**src/sv/mkpa_pkg.sv**
```systemverilog
`timescale 1ns / 1ps

package mkpa_pkg;

  // Field widths of the two channels.
  localparam int unsigned ButtonsW = 16;
  localparam int unsigned TimeW    = 32;
  localparam int unsigned ActionW  = 3;

  // Priority map: seven slots of one pad bit index each.
  localparam int unsigned MapSlots        = 7;
  localparam int unsigned SlotIdxW        = 4;
  localparam int unsigned MapW            = MapSlots * SlotIdxW;
  localparam int unsigned NumPriorityKeys = 7;

  // Configuration port.
  localparam int unsigned CfgDataW = 32;
  localparam int unsigned CfgAddrW = 4;

  // Register reset values.
  localparam logic [TimeW-1:0] StartDelayRst    = 32'd500000;
  localparam logic [TimeW-1:0] ContinueDelayRst = 32'd100000;
  localparam logic [MapW-1:0]  KeyMapRst        = 28'd7685854;

  // Action code for "no key".
  localparam logic [ActionW-1:0] ActionNone = '0;

  // Register index, taken from paddr[3:2].
  typedef enum logic [1:0] {
    REG_START_DELAY    = 2'd0,
    REG_CONTINUE_DELAY = 2'd1,
    REG_KEY_MAP        = 2'd2
  } cfg_reg_idx_t;

  // Typematic phase of the held action.
  typedef enum logic [1:0] {
    PHASE_NOT_HELD = 2'd0,
    PHASE_INITIAL  = 2'd1,
    PHASE_REPEAT   = 2'd2
  } repeat_phase_t;

endpackage

```
**src/sv/mkpa_in_if.sv**
```systemverilog
`timescale 1ns / 1ps

// Input channel: one pad sample with its timestamp per transfer.
interface mkpa_in_if;
  logic                               valid;
  logic                               ready;
  logic [mkpa_pkg::ButtonsW-1:0]      raw_buttons;
  logic [mkpa_pkg::TimeW-1:0]         timestamp;

  modport source (output valid, output raw_buttons, output timestamp, input ready);
  modport sink   (input valid, input raw_buttons, input timestamp, output ready);
endinterface

```
**src/sv/mkpa_out_if.sv**
```systemverilog
`timescale 1ns / 1ps

// Result channel: one action code per transfer.
interface mkpa_out_if;
  logic                               valid;
  logic                               ready;
  logic [mkpa_pkg::ActionW-1:0]       action;

  modport source (output valid, output action, input ready);
  modport sink   (input valid, input action, output ready);
endinterface

```
**src/sv/menu_key_priority_autorepeat_core.sv**
```systemverilog
// Latency: a result is valid in the cycle after its input transfer.
// Throughput: one item per cycle while results are taken; the decode, the
// 32-bit elapsed-time subtraction and the delay compare all sit between the
// input handshake and the single result register, loaded with the repeat state.
// Reset (rst_n low, synchronous) restores the default delays and key map,
// clears the repeat state and drops any pending result.
`timescale 1ns / 1ps

module menu_key_priority_autorepeat_core (
  input  logic                              clk,
  input  logic                              rst_n,
  mkpa_in_if.sink                           in_ch,
  mkpa_out_if.source                        out_ch,
  input  logic                              psel,
  input  logic                              penable,
  input  logic                              pwrite,
  input  logic [mkpa_pkg::CfgAddrW-1:0]     paddr,
  input  logic [mkpa_pkg::CfgDataW-1:0]     pwdata,
  output logic [mkpa_pkg::CfgDataW-1:0]     prdata,
  output logic                              pready
);

  // Configuration registers.
  logic [mkpa_pkg::TimeW-1:0] start_delay_r;
  logic [mkpa_pkg::TimeW-1:0] continue_delay_r;
  logic [mkpa_pkg::MapW-1:0]  key_map_r;

  // Repeat state.
  mkpa_pkg::repeat_phase_t       phase_r, phase_nxt;
  logic [mkpa_pkg::ActionW-1:0]  held_r, held_nxt;
  logic [mkpa_pkg::TimeW-1:0]    last_emit_r, last_emit_nxt;

  // Result register.
  logic                          out_valid_r;
  logic [mkpa_pkg::ActionW-1:0]  out_action_r, out_action_nxt;

  logic                          in_fire;
  logic                          cfg_write;
  mkpa_pkg::cfg_reg_idx_t        cfg_idx;
  logic [mkpa_pkg::ButtonsW-1:0] pressed;
  logic [mkpa_pkg::ActionW-1:0]  action_c;
  logic [mkpa_pkg::TimeW-1:0]    elapsed;
  logic [mkpa_pkg::TimeW-1:0]    needed;
  logic                          new_event;

  // The result register empties when taken, so a new transfer can land in
  // the same cycle as the old result leaves.
  assign in_ch.ready   = !out_valid_r || out_ch.ready;
  assign in_fire       = in_ch.valid && in_ch.ready;
  assign out_ch.valid  = out_valid_r;
  assign out_ch.action = out_action_r;

  // APB side: no wait states, word registers decoded by paddr[3:2].
  assign pready    = 1'b1;
  assign cfg_idx   = mkpa_pkg::cfg_reg_idx_t'(paddr[3:2]);
  assign cfg_write = psel && penable && pwrite && pready;

  always_comb begin
    unique case (cfg_idx)
      mkpa_pkg::REG_START_DELAY:    prdata = start_delay_r;
      mkpa_pkg::REG_CONTINUE_DELAY: prdata = continue_delay_r;
      mkpa_pkg::REG_KEY_MAP:        prdata = mkpa_pkg::CfgDataW'(key_map_r);
      default:                      prdata = '0;
    endcase
  end

  always_ff @(posedge clk) begin
    if (!rst_n) begin
      start_delay_r    <= mkpa_pkg::StartDelayRst;
      continue_delay_r <= mkpa_pkg::ContinueDelayRst;
      key_map_r        <= mkpa_pkg::KeyMapRst;
    end else if (cfg_write) begin
      unique case (cfg_idx)
        mkpa_pkg::REG_START_DELAY:    start_delay_r    <= pwdata;
        mkpa_pkg::REG_CONTINUE_DELAY: continue_delay_r <= pwdata;
        mkpa_pkg::REG_KEY_MAP:        key_map_r        <= pwdata[mkpa_pkg::MapW-1:0];
        default: ;
      endcase
    end
  end

  // Priority encode: the lowest pressed slot wins, so scan from the bottom
  // of the priority order upward and let higher slots overwrite.
  always_comb begin
    pressed  = ~in_ch.raw_buttons;
    action_c = mkpa_pkg::ActionNone;
    for (int s = mkpa_pkg::NumPriorityKeys - 1; s >= 0; s--) begin
      if (pressed[key_map_r[s*mkpa_pkg::SlotIdxW +: mkpa_pkg::SlotIdxW]]) begin
        action_c = mkpa_pkg::ActionW'(s + 1);
      end
    end
  end

  // Typematic decision: a new, changed or released action is sent at once;
  // a held one only once its wrapped elapsed time reaches the delay.
  always_comb begin
    new_event = (action_c == mkpa_pkg::ActionNone) || (action_c != held_r) ||
                (phase_r == mkpa_pkg::PHASE_NOT_HELD);
    elapsed   = in_ch.timestamp - last_emit_r;
    needed    = (phase_r == mkpa_pkg::PHASE_INITIAL) ? start_delay_r : continue_delay_r;

    phase_nxt      = phase_r;
    held_nxt       = held_r;
    last_emit_nxt  = last_emit_r;
    out_action_nxt = mkpa_pkg::ActionNone;

    if (new_event) begin
      held_nxt       = action_c;
      last_emit_nxt  = in_ch.timestamp;
      phase_nxt      = (action_c != mkpa_pkg::ActionNone) ? mkpa_pkg::PHASE_INITIAL
                                                          : mkpa_pkg::PHASE_NOT_HELD;
      out_action_nxt = action_c;
    end else if (elapsed >= needed) begin
      last_emit_nxt  = in_ch.timestamp;
      phase_nxt      = mkpa_pkg::PHASE_REPEAT;
      out_action_nxt = action_c;
    end
  end

  // State and result update on each input transfer.
  always_ff @(posedge clk) begin
    if (!rst_n) begin
      phase_r     <= mkpa_pkg::PHASE_NOT_HELD;
      held_r      <= mkpa_pkg::ActionNone;
      last_emit_r <= '0;
      out_valid_r <= 1'b0;
    end else begin
      if (in_fire) begin
        phase_r     <= phase_nxt;
        held_r      <= held_nxt;
        last_emit_r <= last_emit_nxt;
        out_valid_r <= 1'b1;
      end else if (out_ch.ready) begin
        out_valid_r <= 1'b0;
      end
    end
  end

  always_ff @(posedge clk) begin
    if (in_fire) begin
      out_action_r <= out_action_nxt;
    end
  end

  // The not-held phase goes together with an empty held action.
  assert property (@(posedge clk) disable iff (!rst_n)
    (phase_r == mkpa_pkg::PHASE_NOT_HELD) == (held_r == mkpa_pkg::ActionNone))
    else $error("repeat phase and held action disagree");

  // Every input transfer leaves a result in the register.
  assert property (@(posedge clk) disable iff (!rst_n)
    in_fire |=> out_valid_r)
    else $error("input transfer produced no result");

  // A pending nonzero result is always the action currently held.
  assert property (@(posedge clk) disable iff (!rst_n)
    (out_valid_r && (out_action_r != mkpa_pkg::ActionNone)) |-> (out_action_r == held_r))
    else $error("emitted action differs from held action");

  // An emission restarts the repeat timer at the item's timestamp.
  assert property (@(posedge clk) disable iff (!rst_n)
    (in_fire && (out_action_nxt != mkpa_pkg::ActionNone)) |=>
      (last_emit_r == $past(in_ch.timestamp)))
    else $error("emit time not captured");

endmodule

```
**src/flat_wrapper.sv**
```systemverilog
// flat-port wrapper written by rule: the top's interface ports become plain ports
module menu_key_priority_autorepeat_core_flat 
  (clk, rst_n, psel, penable, pwrite, paddr, pwdata, prdata, pready, in_ch_valid, in_ch_raw_buttons, in_ch_timestamp, in_ch_ready, out_ch_valid, out_ch_action, out_ch_ready);
  mkpa_in_if in_ch_i ();
  mkpa_out_if out_ch_i ();
  input  logic clk;
  input  logic rst_n;
  input  logic psel;
  input  logic penable;
  input  logic pwrite;
  input  logic [mkpa_pkg::CfgAddrW-1:0] paddr;
  input  logic [mkpa_pkg::CfgDataW-1:0] pwdata;
  output logic [mkpa_pkg::CfgDataW-1:0] prdata;
  output logic pready;
  input wire logic [$bits(in_ch_i.valid)-1:0] in_ch_valid;
  input wire logic [$bits(in_ch_i.raw_buttons)-1:0] in_ch_raw_buttons;
  input wire logic [$bits(in_ch_i.timestamp)-1:0] in_ch_timestamp;
  output wire logic [$bits(in_ch_i.ready)-1:0] in_ch_ready;
  output wire logic [$bits(out_ch_i.valid)-1:0] out_ch_valid;
  output wire logic [$bits(out_ch_i.action)-1:0] out_ch_action;
  input wire logic [$bits(out_ch_i.ready)-1:0] out_ch_ready;
  assign in_ch_i.valid = in_ch_valid;
  assign in_ch_i.raw_buttons = in_ch_raw_buttons;
  assign in_ch_i.timestamp = in_ch_timestamp;
  assign in_ch_ready = in_ch_i.ready;
  assign out_ch_valid = out_ch_i.valid;
  assign out_ch_action = out_ch_i.action;
  assign out_ch_i.ready = out_ch_ready;
  menu_key_priority_autorepeat_core u_core (.clk(clk), .rst_n(rst_n), .in_ch(in_ch_i), .out_ch(out_ch_i), .psel(psel), .penable(penable), .pwrite(pwrite), .paddr(paddr), .pwdata(pwdata), .prdata(prdata), .pready(pready));
endmodule
```
**config.mk**
```make
export PLATFORM = sky130hd
export DESIGN_NAME = menu_key_priority_autorepeat_core_flat
export DESIGN_NICKNAME = d
export VERILOG_FILES = /design/src/sv/mkpa_pkg.sv /design/src/sv/mkpa_in_if.sv /design/src/sv/mkpa_out_if.sv /design/src/sv/menu_key_priority_autorepeat_core.sv /design/src/flat_wrapper.sv
export SDC_FILE = /design/constraint.sdc
export NUM_CORES = 1
export LEC_CHECK = 0
export CORE_MARGIN = 2
export CORE_UTILIZATION = 40
export CTS_CLUSTER_SIZE = 16
export DETAILED_ROUTE_END_ITERATION = 8
export DONT_BUFFER_PORTS = 1
export PLACE_DENSITY = 0.6
export SETUP_SLACK_MARGIN = 0.3
export SYNTH_ARGS = -nofsm -noshare
export SYNTH_HDL_FRONTEND = slang
export SYNTH_SLANG_ARGS = --single-unit
```
**constraint.sdc**
```tcl
create_clock -name clk -period 7.2 [get_ports clk]
set_input_delay 1.44 -clock clk [delete_from_list [all_inputs] [get_ports clk]]
set_output_delay 1.44 -clock clk [all_outputs]
set_load 0.02 [all_outputs]
```
==> results.ini, run 1 <==
[grt]
grt_overflow=0
antenna_found_initial=0
track_usage_pct=21.6
use_met3_pct=6.53
grt_pass1_vias=7542
use_met1_pct=28.4
grt_max_degree=93
grt_pass1_wl_um=41200
grtUsageMet2_pct=34.9
grt.busiest_layer=met2

[setup_path]
worstPathMaxFanout=31
slowest_delay_ns=0.51
cp.arrival_ns=6.65
crit_chain=inv_1 -> ha_1 -> inv_1 -> fa_1 -> a21o_1 -> a21oi_1 -> o21ai_0 -> a31oi_1 -> nor2_1 -> o41ai_1 -> o31ai_1 -> xor2_1 -> ha_1 -> a21o_1 -> a21o_1 -> a2111oi_0 -> nor3_1 -> o31ai_1 -> o211ai_1 -> buf_4 -> nor4_4 -> nor2_4 -> buf_12 -> mux2i_1
start_kind=input port
end_kind=register
crit_family=compound AO/OA/AOI/OAI gates
required_ns=7.51
crit_slowest_cell=o41ai_1
worst-path-buf-inv=4
cp_common_cell=a21o_1
worst-setup-path-type=in2reg

[drt]
drt-pass1-iter-count=6
ant_nets=0
drc=0
drt-vias-per-instance=5.64
wl_um=25800
vias=7919
routedWlPerCell_um=18.4
drt_iter0_drc=612

[yosys]
netlist_area_um2=9190
ys_seq_elements=133
synth-simple-area-share_pct=19.9
syn_nets=1294
synth_edf_count=3
synth_adder_area_share_pct=8.80
synthDistinctLibCells=59
ys.flop_type=dfxtp_1
async_reset_ff_share_pct=0
synth_top_family_by_area=simple AND/OR/NAND/NOR gates
synth-compound-area-share_pct=15.5
ys_seq_area_share_pct=29.3
syn-instance-count=1139
muxShareOfSynthArea_pct=19.1
yosys_warnings=0
synth_xor_area_share_pct=2.38
syn_area_per_cell_um2=8.07

[cts]
cts_inserted_buffers=17
cts.sinks=133
clkTransAtPathRegs_ns=0.07
cts_resized=0
clock_path_buffers=2
cts_tree=yes
cts-root-buf=clkbuf_16
clock_latency_ns=0.43
h-tree-depth=4

[sta]
setup_viol=0
fin_crit_sh_pct=88.0
setup_tns_ns=0
fin_skew_ns=0.0140
min_period_ns=6.34
finalHoldViolCount=0
tightestPinTransition_ns=1.10
rsz0062_at_grt=no
relSlewSlack_pct=26.4
timing.fmax_ghz=0.158
final_max_slew_viol_count=0

[floorplan]
fp.dieArea_um2=24200
ios=129
core_area_um2=22600
rows=55
dieWidth_um=156
die_h_um=156
initial_core_util_pct=40.7

[min_path]
hold_class=reg2reg

[layout]
area_growth_pct=8.53
final_common_cell=nand2_1
final_cell_mix=nand2_1 (301), dfxtp_1 (130), a21oi_1 (104)
n_antenna_cell=0
drive_gt1_share_pct=8.23
nets=1260
final_cells=1403

[placement]
dp.cells=1370
place.port_buffers=0
gp_congestion=0.846
post-dp-hpwl_um=18800

[run_status]
status=complete, no violations

[pwr]
power_density_nw_per_um2=215
vdd.ir_drop.worst_mv=0.126
power_mw=2.15
p_leak_nw=4.04

[job]
max_cap_viol_count=0

per-layer routing:
metal | share of wire [%] | vias to the layer above
li1 | - | 3923
met1 | 44 | 3717
met2 | 47 | 253
met3 | 7.9 | 26
met4 | 1.4 | 0
met5 | 0 | -
stage by stage:
| step | hold WS (ns) | setup WS (ns) | util [%] | cell area, um^2 |
|---|---|---|---|---|
| 6_report | 0.458 | 0.861 | 44.2 | 9970 |
| 5_1_grt | 0.471 | 0.475 | 44.2 | 9970 |
| 4_1_cts | 0.463 | 0.706 | 44.1 | 9960 |
| 3_5_place_dp | 0.450 | 0.274 | 41.6 | 9390 |
| 3_3_place_gp | 0.442 | 0.393 | 41.6 | 9390 |
| 2_1_floorplan | 0.435 | 1.28 | - | 9190 |
synth_stat cells (14+ instances only):
| cell type | n | share of area (%) |
|---|---|---|
| nand2_1 | 301 | 12 |
| dfxtp_1 | 130 | 28 |
| a21oi_1 | 104 | 5.7 |
| mux2i_1 | 95 | 10 |
| ha_1 | 63 | 8.6 |
| clkbuf_1 | 53 | 2.2 |
| o21ai_0 | 52 | 2.8 |
| inv_1 | 51 | 2.1 |
| mux4_2 | 35 | 8.6 |
| nand3_1 | 35 | 1.9 |
| nor2_1 | 30 | 1.2 |
| a21o_1 | 23 | 1.9 |
| xnor2_1 | 18 | 1.7 |
| nor3_1 | 14 | 0.76 |
registers in the layout, summed over array words and instances, names as in the netlist:
register	flops
u_core.continue_delay_r	32
u_core.last_emit_r	32
u_core.start_delay_r	32
u_core.key_map_r	28
u_core.held_r	3
u_core.out_ch.action	3
u_core.phase_r	2
u_core.out_ch.valid	1
worst paths after layout:
path,startpoint,end,slack [ns],cells past startpoint
max,in_ch_timestamp[0],u_core.last_emit_r[21],0.86,24
min,u_core.last_emit_r[27],u_core.last_emit_r[27],0.46,2
max reg2reg,u_core.last_emit_r[0],u_core.last_emit_r[21],1.59,23
min reg2reg,u_core.last_emit_r[27],u_core.last_emit_r[27],0.46,2
cell families (layout without fill, tap and decap cells):
family / Yosys count / count (layout)
xor+xnor: 25 / 25
mux: 131 / 131
fa+ha+maj: 64 / 64
simple gates: 429 / 429
buf+inv: 117 / 96
other cells: 1 / 1
compound gates: 239 / 239
flops: 133 / 133
power by group:
group	internal, mW	leakage [nW]	switching (mW)	total, mW
sequential	0.765	1.09	0.0206	0.786
combinational	0.226	2.68	0.279	0.505
clock	0.475	0.276	0.381	0.856
total	1.47	4.04	0.680	2.15
cell type report:
cell class | instances | area (um^2)
clock buffers | 18 | 450
clock inverters | 14 | 126
inverters | 52 | 195
multi-input cells | 889 | 6050
well taps | 285 | 357
flip-flops and latches | 133 | 2690
fillers | 2249 | 12600
repair buffers | 12 | 103
worst register-to-register path: stages (launching register included):
cell and delay [ns]:
dfxtp_1 0.33, ha_1 0.18, inv_1 0.06, fa_1 0.40
a21o_1 0.18, a21oi_1 0.24, o21ai_0 0.23, a31oi_1 0.32
nor2_1 0.09, o41ai_1 0.51, o31ai_1 0.21, xor2_1 0.18
ha_1 0.22, a21o_1 0.17, a21o_1 0.16, a2111oi_0 0.42
nor3_1 0.10, o31ai_1 0.27, o211ai_1 0.13, buf_4 0.18
nor4_4 0.46, nor2_4 0.07, buf_12 0.18, mux2i_1 0.20
timing repair:
action / 4_1_cts / 5_1_grt
hold buffers: 0 / 0
buffers inserted: 0 / 1
setup endpoints to repair: 0 / 8
Power figures use the tool's default switching activity.
==> inputs of run 2 (changes only) <==
--- a/config.mk
+++ b/config.mk
@@ -7,6 +7,7 @@
 export LEC_CHECK = 0
 export CORE_MARGIN = 2
 export CORE_UTILIZATION = 40
+export CTS_BUF_LIST = sky130_fd_sc_hd__clkbuf_4
 export CTS_CLUSTER_SIZE = 16
 export DETAILED_ROUTE_END_ITERATION = 8
 export DONT_BUFFER_PORTS = 1
==> run 2 against run 1 <==
Effect of this change: utilization shrank 1.3 points; die area did not move; critical endpoint is now u_core.last_emit_r[12]; critical path type unchanged; global-route usage shrank 0.33 points.
==> results.ini, run 2 (same netlist as run 1, synthesis figures left out) <==
[cts]
hold_buffers=0  ; unchanged
cts.sinks=133  ; unchanged
clock_path_buffers=2  ; unchanged
h-tree-depth=4  ; unchanged
clock_latency_ns=0.56  ; +0.13 ns
cts_inserted_buffers=17  ; unchanged
cts-root-buf=clkbuf_4
postCtsSetupRepairBufs=0  ; unchanged
cts_tree=yes
cts_resized=0  ; unchanged
clkTransAtPathRegs_ns=0.14  ; +0.07 ns

[layout]
final_cell_mix=nand2_1 (301), dfxtp_1 (130), a21oi_1 (104)
area_growth_pct=5.26
stdcell_area_um2=9670  ; -3.0%
drive_gt1_share_pct=8.15  ; -0.082 points
fin_util_pct=42.8  ; -1.3 points
n_antenna_cell=0  ; unchanged
nets=1259  ; -0.079%
final_common_cell=nand2_1
top_regs=u_core.continue_delay_r (32), u_core.last_emit_r (32), u_core.start_delay_r (32)

[grt]
track_usage_pct=21.3  ; -0.33 points
grt_pass1_vias=7460  ; -1.1%
grt_pass1_wl_um=40700  ; -1.1%
grt_max_degree=93  ; unchanged
antenna_found_initial=0  ; unchanged
grt_overflow=0  ; unchanged

[sta]
min_period_ns=6.33  ; -0.00573 ns
worst_hold_slack_ns=0.467  ; +0.00915 ns
finalHoldViolCount=0  ; unchanged
final_max_slew_viol_count=0  ; unchanged
timing.fmax_ghz=0.158  ; about the same
fin_crit_sh_pct=88.0  ; about the same
setup_tns_ns=0  ; unchanged
setup_viol=0  ; unchanged
tightestPinTransition_ns=1.09  ; -0.00435 ns
relSlewSlack_pct=26.7  ; +0.29 points
rsz0062_at_grt=no
fin_skew_ns=0.0254  ; +0.0114 ns

[floorplan]
dieWidth_um=156  ; unchanged
initial_core_util_pct=40.7  ; unchanged
die_h_um=156  ; unchanged
core_area_um2=22600  ; unchanged
fp.dieArea_um2=24200  ; unchanged
ios=129  ; unchanged
rows=55  ; unchanged

[job]
max_cap_viol_count=0  ; unchanged

[placement]
gp_congestion=0.846  ; unchanged
post-dp-hpwl_um=18800  ; unchanged
place.port_buffers=0  ; unchanged
placed_area_um2=9390  ; unchanged

[setup_path]
worstPathMaxFanout=31  ; unchanged
crit_path_start=in_ch_timestamp[0]
r2r_end=u_core.last_emit_r[12]
end_kind=register
r2r_start=u_core.last_emit_r[0]
worst-setup-path-type=in2reg
start_kind=input port
required_ns=7.64  ; +0.13 ns
reg2regPathDepth=22  ; -4.3%
r2r_slack_ns=1.45  ; -0.14 ns
cp.arrival_ns=6.77  ; +0.12 ns

[pwr]
p_leak_nw=3.91  ; -3.3%
vdd.ir_drop.worst_mv=0.100  ; -21%
power_mw=1.81  ; -16%
power_density_nw_per_um2=187  ; -13%

[min_path]
hold_start=u_core.last_emit_r[27]
hold_class=reg2reg
min_path_cells=2  ; unchanged
min_to=u_core.last_emit_r[27]

[drt]
routedWlPerCell_um=18.3  ; -0.66%
drc=0  ; unchanged
vias=7841  ; -0.98%
ant_nets=0  ; unchanged
drt_iter0_drc=586  ; -4.2%
drt-pass1-iter-count=5  ; -1
wl_um=25600  ; -0.73%
drt-vias-per-instance=5.59  ; -0.91%

[run_status]
status=complete, no violations

run 2: cell types whose count changed in the layout (fill, tap and decap cells not counted):
cell,previous run,this run
bufinv_16,0,1
buf_4,11,10
clkbuf_16,18,0
clkbuf_4,0,17
run 2: layout make-up:
class,instances,area [um^2]
Fill cell,2287,12900
Clock inverter,15,156
Sequential cell,133,2690
Tap cell,285,357
Inverter,52,195
Timing Repair Buffer,11,95.1
Multi-Input combinational cell,889,6050
Clock buffer,17,128
run 2: how the worst max path moves through the flow:
stage	to	depth (start not counted)
2_1_floorplan	u_core.last_emit_r[10]	23
3_3_place_gp	u_core.last_emit_r[29]	24
3_5_place_dp	u_core.last_emit_r[21]	22
4_1_cts	u_core.last_emit_r[12]	22
5_1_grt	u_core.last_emit_r[14]	22
6_report	u_core.last_emit_r[12]	23
run 2: critical path, stage by stage:
cell and delay (ns):
inv_1 0.05, ha_1 0.17, inv_1 0.06, fa_1 0.40, a21o_1 0.18, a21oi_1 0.25
o21ai_0 0.23, a31oi_1 0.32, nor2_1 0.10, o41ai_1 0.54, o31ai_1 0.21, xor2_1 0.18
ha_1 0.22, a21o_1 0.17, a21o_1 0.16, a2111oi_0 0.41, nor3_1 0.10, o31ai_1 0.25
o211ai_1 0.33, nor4_4 0.55, nor2_4 0.07, buf_12 0.18, mux2i_1 0.15
run 2: stage by stage:
stage / std cells / worst slack (ns)
finish: 1402 / 0.867
floorplan: 1139 / 1.28
CTS: 1402 / 0.865
global placement: 1370 / 0.393
global route: 1402 / 0.428
detailed placement: 1370 / 0.274
run 2: where the power goes:
part | switching (mW) | total [mW] | leakage (nW) | internal, mW
logic | 0.278 | 0.501 | 2.68 | 0.223
clock network | 0.336 | 0.522 | 0.146 | 0.185
registers | 0.0205 | 0.786 | 1.09 | 0.766
total | 0.635 | 1.81 | 3.91 | 1.17
run 2: metal layers:
layer / wire (um) / part of all wire, % / vias up / track usage [%]
met2: 11800 / 46 / 216 / 33.9
met1: 11500 / 45 / 3687 / 28.6
li1: - / - / 3910 / -
met5: 0 / 0 / - / 0
met4: 448 / 1.7 / 0 / 5.20
met3: 1990 / 7.8 / 28 / 6.11
